--- src/rtl/salc_pkg.sv ---
// Shared constants and types of the set-associative LRU cache model.
package salc_pkg;

    localparam int LINE_SIZE  = 64;
    localparam int NUM_SETS   = 8;
    localparam int NUM_WAYS   = 4;
    localparam int ADDR_BITS  = 32;

    localparam int IN_BITS      = 32;
    localparam int OUT_SET_BITS = 3;
    localparam int MISS_BITS    = 32;

    localparam int EFF_BITS    = (ADDR_BITS < IN_BITS) ? ADDR_BITS : IN_BITS;
    localparam int OFFSET_BITS = $clog2(LINE_SIZE);
    localparam int SET_BITS    = $clog2(NUM_SETS);
    localparam int SET_W       = (SET_BITS > 0) ? SET_BITS : 1;
    localparam int TAG_RAW     = EFF_BITS - OFFSET_BITS - SET_BITS;
    localparam int TAG_BITS    = (TAG_RAW > 0) ? TAG_RAW : 1;
    localparam int WAY_W       = (NUM_WAYS > 1) ? $clog2(NUM_WAYS) : 1;
    localparam int NUM_SLOTS   = NUM_SETS * NUM_WAYS;
    localparam int SLOT_W      = (NUM_SLOTS > 1) ? $clog2(NUM_SLOTS) : 1;

    localparam logic [IN_BITS-1:0] IN_MASK =
        (ADDR_BITS >= IN_BITS) ? {IN_BITS{1'b1}}
                               : IN_BITS'((64'd1 << ADDR_BITS) - 64'd1);
    localparam logic [SET_W-1:0]   SET_MASK = SET_W'(NUM_SETS - 1);
    localparam logic [WAY_W-1:0]   LAST_POS = WAY_W'(NUM_WAYS - 1);
    localparam logic [MISS_BITS-1:0] MISS_MAX = {MISS_BITS{1'b1}};

    typedef logic [WAY_W-1:0]    t_way;
    typedef logic [SET_W-1:0]    t_set;
    typedef logic [TAG_BITS-1:0] t_tag;
    typedef logic [SLOT_W-1:0]   t_slot;

endpackage

--- src/rtl/salc_ram.sv ---
// Generic single-write, single-read RAM with registered read data.
module salc_ram #(
    parameter int WIDTH = 8,
    parameter int DEPTH = 16
) (
    input  logic                                  i_clk,
    input  logic                                  i_we,
    input  logic [((DEPTH > 1) ? $clog2(DEPTH) : 1)-1:0] i_waddr,
    input  logic [WIDTH-1:0]                      i_wdata,
    input  logic [((DEPTH > 1) ? $clog2(DEPTH) : 1)-1:0] i_raddr,
    output logic [WIDTH-1:0]                      o_rdata
);

    logic [WIDTH-1:0] r_mem [DEPTH];
    logic [WIDTH-1:0] r_rdata;

    always_ff @(posedge i_clk) begin
        if (i_we) begin
            r_mem[i_waddr] <= i_wdata;
        end
        r_rdata <= r_mem[i_raddr];
    end

    assign o_rdata = r_rdata;

endmodule

--- src/rtl/set_assoc_lru_cache_model_unit.sv ---
// Top level of the set-associative LRU cache model with miss counting.
//
// Input channel: i_valid / o_ready carry one byte address per item.
// Output channel: o_valid / i_ready carry hit, set index and the running
// miss count for that access, one result item per input item.
// A small sequencer walks the set's recency order from most to least
// recent, reading one tag per probe from the tag RAM and checking it with
// a single comparator; each probe passes a RAM read state and a compare state.
// A hit ends the walk at its recency position, a miss probes all NUM_WAYS
// positions; either way an update state and an emit state follow.
// The next item is taken in the cycle after the result is loaded.
// o_ready is high only while the sequencer is idle; a new item may enter
// while the previous result still waits in the output register.
// If the receiver stalls, the finished result is held and a following
// item completes its lookup and then waits until the output is free.
// Reset (synchronous, active low) clears all valid bits, restores the
// identity recency order in every set and zeroes the miss counter.
module set_assoc_lru_cache_model_unit (
    input  logic        i_clk,
    input  logic        i_rst_n,
    input  logic        i_valid,
    output logic        o_ready,
    input  logic [31:0] i_byte_address,
    output logic        o_valid,
    input  logic        i_ready,
    output logic        o_hit,
    output logic [2:0]  o_set_index,
    output logic [31:0] o_miss_count
);

    localparam logic [2:0] S_IDLE   = 3'd0;
    localparam logic [2:0] S_READ   = 3'd1;
    localparam logic [2:0] S_CMP    = 3'd2;
    localparam logic [2:0] S_UPDATE = 3'd3;
    localparam logic [2:0] S_EMIT   = 3'd4;

    logic [2:0]           r_state;
    salc_pkg::t_set       r_set;
    salc_pkg::t_tag       r_tag;
    salc_pkg::t_way       r_pos;
    logic                 r_hit;
    logic [salc_pkg::MISS_BITS-1:0] r_miss;
    logic [salc_pkg::NUM_SLOTS-1:0] r_valid_bits;
    salc_pkg::t_way       r_order [salc_pkg::NUM_SETS][salc_pkg::NUM_WAYS];

    logic                 r_o_valid;
    logic                 r_o_hit;
    logic [2:0]           r_o_set;
    logic [31:0]          r_o_miss;

    logic [salc_pkg::IN_BITS-1:0] addr_masked;
    logic [salc_pkg::IN_BITS-1:0] line_num;
    salc_pkg::t_set       in_set;
    salc_pkg::t_tag       in_tag;
    salc_pkg::t_way       cur_way;
    salc_pkg::t_slot      cur_slot;
    salc_pkg::t_tag       ram_rdata;
    logic                 ram_we;
    logic                 tag_match;
    logic                 out_free;
    logic                 emit_fire;
    salc_pkg::t_way       n_row [salc_pkg::NUM_WAYS];

    // split the address into set and tag
    assign addr_masked = i_byte_address & salc_pkg::IN_MASK;
    assign line_num    = addr_masked >> salc_pkg::OFFSET_BITS;
    assign in_set      = salc_pkg::SET_W'(line_num) & salc_pkg::SET_MASK;
    assign in_tag      = salc_pkg::TAG_BITS'(line_num >> salc_pkg::SET_BITS);

    assign cur_way  = r_order[r_set][r_pos];
    assign cur_slot = salc_pkg::SLOT_W'(salc_pkg::SLOT_W'(r_set)
                      * salc_pkg::SLOT_W'(salc_pkg::NUM_WAYS))
                      + salc_pkg::SLOT_W'(cur_way);

    assign tag_match = r_valid_bits[cur_slot] && (ram_rdata == r_tag);
    assign ram_we    = (r_state == S_UPDATE) && !r_hit;
    assign out_free  = !r_o_valid || i_ready;
    assign emit_fire = (r_state == S_EMIT) && out_free;

    // move the way at r_pos to the front, shift the more recent ones back
    always_comb begin
        for (int p = 0; p < salc_pkg::NUM_WAYS; p++) begin
            if (p == 0) begin
                n_row[p] = r_order[r_set][r_pos];
            end else if (salc_pkg::WAY_W'(p) <= r_pos) begin
                n_row[p] = r_order[r_set][p-1];
            end else begin
                n_row[p] = r_order[r_set][p];
            end
        end
    end

    salc_ram #(
        .WIDTH (salc_pkg::TAG_BITS),
        .DEPTH (salc_pkg::NUM_SLOTS)
    ) u_tag_ram (
        .i_clk   (i_clk),
        .i_we    (ram_we),
        .i_waddr (cur_slot),
        .i_wdata (r_tag),
        .i_raddr (cur_slot),
        .o_rdata (ram_rdata)
    );

    always_ff @(posedge i_clk) begin
        if (!i_rst_n) begin
            r_state      <= S_IDLE;
            r_pos        <= '0;
            r_hit        <= 1'b0;
            r_miss       <= '0;
            r_valid_bits <= '0;
            r_o_valid    <= 1'b0;
            for (int s = 0; s < salc_pkg::NUM_SETS; s++) begin
                for (int w = 0; w < salc_pkg::NUM_WAYS; w++) begin
                    r_order[s][w] <= salc_pkg::WAY_W'(w);
                end
            end
        end else begin
            // drop the taken result unless a new one is loaded this cycle
            if (r_o_valid && i_ready && !emit_fire) begin
                r_o_valid <= 1'b0;
            end
            unique case (r_state)
                S_IDLE: begin
                    if (i_valid) begin
                        r_set   <= in_set;
                        r_tag   <= in_tag;
                        r_pos   <= '0;
                        r_state <= S_READ;
                    end
                end
                S_READ: begin
                    r_state <= S_CMP;
                end
                S_CMP: begin
                    if (tag_match) begin
                        r_hit   <= 1'b1;
                        r_state <= S_UPDATE;
                    end else if (r_pos == salc_pkg::LAST_POS) begin
                        r_hit   <= 1'b0;
                        r_state <= S_UPDATE;
                    end else begin
                        r_pos   <= r_pos + 1'b1;
                        r_state <= S_READ;
                    end
                end
                S_UPDATE: begin
                    // on a miss, r_pos is the least recent position
                    if (!r_hit) begin
                        r_valid_bits[cur_slot] <= 1'b1;
                        if (r_miss != salc_pkg::MISS_MAX) begin
                            r_miss <= r_miss + 1'b1;
                        end
                    end
                    for (int p = 0; p < salc_pkg::NUM_WAYS; p++) begin
                        r_order[r_set][p] <= n_row[p];
                    end
                    r_state <= S_EMIT;
                end
                S_EMIT: begin
                    // hold the result until the output register is free
                    if (out_free) begin
                        r_o_valid <= 1'b1;
                        r_o_hit   <= r_hit;
                        r_o_set   <= 3'(r_set);
                        r_o_miss  <= r_miss;
                        r_state   <= S_IDLE;
                    end
                end
                default: begin
                    r_state <= S_IDLE;
                end
            endcase
        end
    end

    assign o_ready      = (r_state == S_IDLE);
    assign o_valid      = r_o_valid;
    assign o_hit        = r_o_hit;
    assign o_set_index  = r_o_set;
    assign o_miss_count = r_o_miss;

endmodule
--- config.mk ---
export PLATFORM = sky130hd
export DESIGN_NAME = set_assoc_lru_cache_model_unit
export DESIGN_NICKNAME = d
export VERILOG_FILES = /design/src/rtl/salc_pkg.sv /design/src/rtl/salc_ram.sv /design/src/rtl/set_assoc_lru_cache_model_unit.sv
export SDC_FILE = /design/constraint.sdc
export NUM_CORES = 1
export LEC_CHECK = 0
export ABC_CLOCK_PERIOD_IN_PS = 10400
export BUFFER_PORTS_ARGS = -buffer_cell sky130_fd_sc_hd__buf_2
export CAP_MARGIN = 25
export CORE_MARGIN = 2
export CORE_UTILIZATION = 67
export DETAILED_ROUTE_END_ITERATION = 10
export HOLD_SLACK_MARGIN = 0.08
export PLACE_DENSITY = 0.87
export SYNTH_ARGS = -nofsm -noshare
export SYNTH_HDL_FRONTEND = slang
export SYNTH_SLANG_ARGS = --single-unit
--- constraint.sdc ---
create_clock -name i_clk -period 10.4 [get_ports i_clk]
set_clock_uncertainty 0.15 [all_clocks]
set_input_delay 1.04 -clock i_clk [delete_from_list [all_inputs] [get_ports i_clk]]
set_output_delay 1.04 -clock i_clk [all_outputs]
set_load 0.005 [all_outputs]
Word level (Yosys, flattened, before mapping):

Memories as Yosys holds them, arrays and structs flattened. A register that Yosys moved wholly into a read port is not among the register bits.
Index checks and enable logic that the tools add are counted.

* $add $sub $neg: 3
* order comparisons: 6
* equality and inequality tests: 11
* muxes and demuxes: 34
* bitwise operators: 3
* reduce and logical (&&, ||, !) cells: 21

Operators by type and width (number)
* adder 32 x 1 -> 32 bit (second input constant): 1
* inequality test 32 bit (second input constant): 1
* bitwise OR 32 bit: 1
* equality test 23 bit: 1
* two-way mux 2 bit: 10
* one-hot mux 3 bit (5 select lines): 1
* two-way mux 1 bit: 14
* two-way mux 3 bit: 4
* AND reduction 3 bit: 3
* two-way mux 8 bit: 1
* inequality test 2 bit (second input constant): 4
* OR reduction 8 bit: 1
* equality test 3 x 2 -> 1 bit (second input constant): 2
* logical AND 1 bit: 6
* less-than comparator 5 x 6 -> 1 bit (second input constant): 1
* AND reduction 2 bit: 3
* adder 5 x 2 -> 5 bit: 1
* binary-select mux 1 bit (select 5 bit): 1
* demux 1 bit (select 5 bit): 1
* greater-or-equal comparator 5 x 1 -> 1 bit (second input constant): 1
* binary-select mux 2 bit (select 2 bit): 1
* <= comparator 2 bit (first input constant): 2
* one-hot mux 2 bit (2 select lines): 1
* AND reduction 4 bit: 1
* 12 further kinds: 15

* flip-flop bits (word level): 133
* RAM bits: 800
* input port bits: 36
* output and inout bits: 38
* word-level logic and storage cells: 91
* memories: 2

Memories
* u_tag_ram.r_mem: words 32, bits a word 23, rd ports 1, clocked after Yosys merged registers in 1, wr ports 1, RTL line salc_ram.sv:14 `logic [WIDTH-1:0] r_mem [DEPTH];`
* r_order: words 8, bits a word 8, rd ports 1, clocked after Yosys merged registers in 1, wr ports 8, RTL line set_assoc_lru_cache_model_unit.sv:44 `salc_pkg::t_way r_order [salc_pkg::NUM_SETS][salc_pkg::NUM_WAYS];`

Longest topological paths before layout:

* depth after elaboration: 10
* gate-level depth with buffers: 14

Cells and area by module:

A second synthesis with hierarchy kept.

* cells, all modules: 2332
* area total of the unflattened synthesis: 37846.3 µm²

Modules (own cells, without submodules)
* salc_ram: times used 1, cells each 1619, area each 29243.0 µm²
* set_assoc_lru_cache_model_unit: times used 1, cells each 713, area each 8603.3 µm²

Worst setup path before layout:

Ideal clock, no wire load.

* path type: register to register
* start point: register (tool-made name)
* end point: memory u_tag_ram.r_mem[11][0] (netlist name) (enable)
* data arrival time: 3.461 ns
* setup slack: 6.385 ns
* cell stages (with the launch flop): 11
* clock period less this slack: 4.015 ns
* cell sequence: dfxtp_1 > buf_4 > buf_8 > mux2i_1 > mux4_2 > mux4_2 > buf_6 > buf_6 > or2_2 > clkbuf_1 > nor2_1

RTL lines (RTL line)
* end: declaration: salc_ram.sv:14

==> impl_metrics.json <==
{
  "status": "complete, no violations",
  "cts_setup_buffers": 0,
  "slew_headroom_pct": 14.5,
  "syn_area_um2": 37800,
  "num_io_pins": 74,
  "ctsHtreeMaxLevel": 3,
  "synth_edf_count": 862,
  "start_kind": "register",
  "netlist_instances": 2640,
  "dieArea_um2": 58400,
  "drt_first_iter_violations": 4202,
  "synth_warnings": 0,
  "die_w_um": 242,
  "r2r_slack_ps": 4890,
  "synth_nets": 2680,
  "drt_first_pass_iters": 6,
  "yosysSeqAreaShare_pct": 73.6,
  "cts_tree": "done",
  "grt_max_degree": 255,
  "ctsResizeCount": 0,
  "cp_cell_sequence": "mux4_2 > mux2i_1 > mux4_4 > buf_12 > mux2i_1 > nand2_1 > o21ai_1 > a2111oi_2 > a211oi_2 > mux2i_1",
  "required_ps": 10770,
  "ctsRootBufferMaster": "clkbuf_16",
  "avgSynthCellArea_um2": 14.3,
  "finalSetupTns_ps": 0,
  "synth.area.top_cells": "edfxtp_1, dfxtp_1, nand2_1, a211oi_1, a31oi_1",
  "ys.flop_type": "edfxtp_1",
  "insertion_delay_ps": 660,
  "wl_met2_um": 48400,
  "place_inst": 3343,
  "dp_slack_ps": 4860,
  "period_share_pct": 53.0,
  "whs_ps": 294,
  "grt_pass1_vias": 23900,
  "coreArea_um2": 56100,
  "ir_worst_vdd_mv": 0.190,
  "wl_per_cell_um": 28.9,
  "wl_met1_um": 33500,
  "hp-start": "r_miss[11]$_SDFFE_PN0P_",
  "initial_core_util_pct": 67.5,
  "met3_length_um": 13600,
  "arrival_ps": 5880,
  "syn_to_final_growth_pct": 12.0,
  "fin_cells": 3514,
  "cts_buffer_depth": 3,
  "vias": 24500,
  "synthTopCellsByCount": "edfxtp_1, nand2_1, a31oi_1",
  "rsz0062_at_grt": "no",
  "gp_congestion": 0.807,
  "synth-async-reset-ratio_pct": 0,
  "worst_pin_slew_ps": 1280,
  "fmax_mhz": 181,
  "fin_nets": 2721,
  "die_y_um": 242,
  "critPathKind": "reg -> reg",
  "grt_antenna_before_repair": 6,
  "cap_violations": 0,
  "slowest_stage": "mux4_4",
  "grt_use_total_pct": 34.5,
  "vias_per_cell": 6.96,
  "clkTransAtPathRegs_ps": 60,
  "cp_common_cell": "mux2i_1",
  "wirelength_um": 102000,
  "fp-row-count": 87,
  "yosys.area.top_type": "edfxtp_1",
  "final_antenna_net_count": 0,
  "cts.sinks": 959,
  "slowest_delay_ps": 920,
  "grt_first_pass_wirelength_um": 149000,
  "crit_path_max_fanout": 230,
  "overflow": 0,
  "synth_cell_types": 50,
  "port_buffers": 67,
  "setup_viol": 0,
  "drive_gt1_share_pct": 12.5,
  "powerDensity_nw_per_um2": 198,
  "slew_violations": 0,
  "postCtsHoldBufs": 0,
  "min_period_ps": 5510,
  "route.detailed.drc": 0,
  "layout_setup_ws_ps": 4890,
  "dp_hpwl_um": 52200,
  "post-synth-top-count-cell": "edfxtp_1",
  "hp-class": "reg -> reg",
  "cp-end-kind": "register",
  "ys_seq_elements": 959,
  "dr.max_layer_used": "met5",
  "synth_top_cell_area_share_pct": 68.4,
  "cts_buffers": 89,
  "hold_viol": 0,
  "p_leak_nw": 13.6
}
## sequential cells by signal, indices dropped and copies added (netlist names), named ones only
signal and flops:
o_set_index 3, r_set 3, u_tag_ram.o_rdata 23, r_pos 2, r_state 3, r_hit 1, u_tag_ram.r_mem 736, r_order 64
o_valid 1, r_valid_bits 32, o_hit 1, r_tag 23, o_miss_count 32, r_miss 32
## layout by cell type (no fill, tap or decap), types with 28 or more instances in the layout
master     synthesis  routed
buf_4              4      28
o21a_1            33      33
nor2_4             0      33
nand2_1          463     463
clkbuf_16          0      91
a22oi_1           88      88
a31oi_1          184     184
a211oi_1         164     164
nand4_1           35      35
edfxtp_1         862     862
nor2_1            82      49
nor2b_1          183     183
buf_2             31      67
mux2i_1           39      39
dfxtp_1           97      97
## path summary, 6_finish.rpt
| path | to | depth (start not counted) |
|---|---|---|
| setup / recovery | r_pos[1]$_SDFFE_PN0P_ | 10 |
| hold / removal | o_miss_count[11]$_DFFE_PP_ | 0 |
| setup reg to reg | r_pos[1]$_SDFFE_PN0P_ | 10 |
| hold reg to reg | o_miss_count[11]$_DFFE_PP_ | 0 |
## per-layer routing
layer	GRT usage, %	up-vias
met5	0	-
met4	18.9	4
met3	9.25	453
met2	54.5	2106
met1	44.1	11800
li1	-	10100
## where the power goes
part | internal (mW) | switching [mW] | total, mW
combinational | 0.217 | 0.502 | 0.720
clock | 1.99 | 1.41 | 3.40
sequential | 4.21 | 0.0498 | 4.26
## worst max-delay path: cells and delay by family (launching register included)
| family | cells | cell delay, ps |
|---|---|---|
| AO/OA/AOI/OAI | 3 | 1090 |
| buffers and inverters | 1 | 670 |
| flip-flops | 1 | 850 |
| multiplexers | 5 | 2130 |
| AND/OR/NAND/NOR | 1 | 130 |
## metrics by stage
step,power [mW],util [%],cell area (µm²)
global placement,4.97,69.1,38800
floorplan,4.85,-,37800
detailed placement,5.01,70.0,39200
finish,8.38,75.6,42400
CTS,8.33,75.4,42300
global route,8.56,75.6,42400
## cell families after synthesis
family | count (synthesis) | synth area share [%]
compound gates | 529 | 10.1
xor+xnor | 45 | 1.04
fa+ha+maj | 4 | 0.132
buf+inv | 180 | 2.41
flops | 959 | 73.6
mux | 63 | 2.16
simple gates | 860 | 10.6
## layout make-up
| class | count | area (µm²) |
|---|---|---|
| clock inverters | 40 | 519 |
| diodes | 4 | 10.0 |
| flip-flops and latches | 959 | 27800 |
| clock buffers | 124 | 2510 |
| inverters | 7 | 26.3 |
| multi-input cells | 1501 | 9360 |
| well taps | 756 | 946 |
| fillers | 2728 | 13700 |
| repair buffers | 123 | 1160 |
No activity file was read; power rests on OpenSTA's default activity.
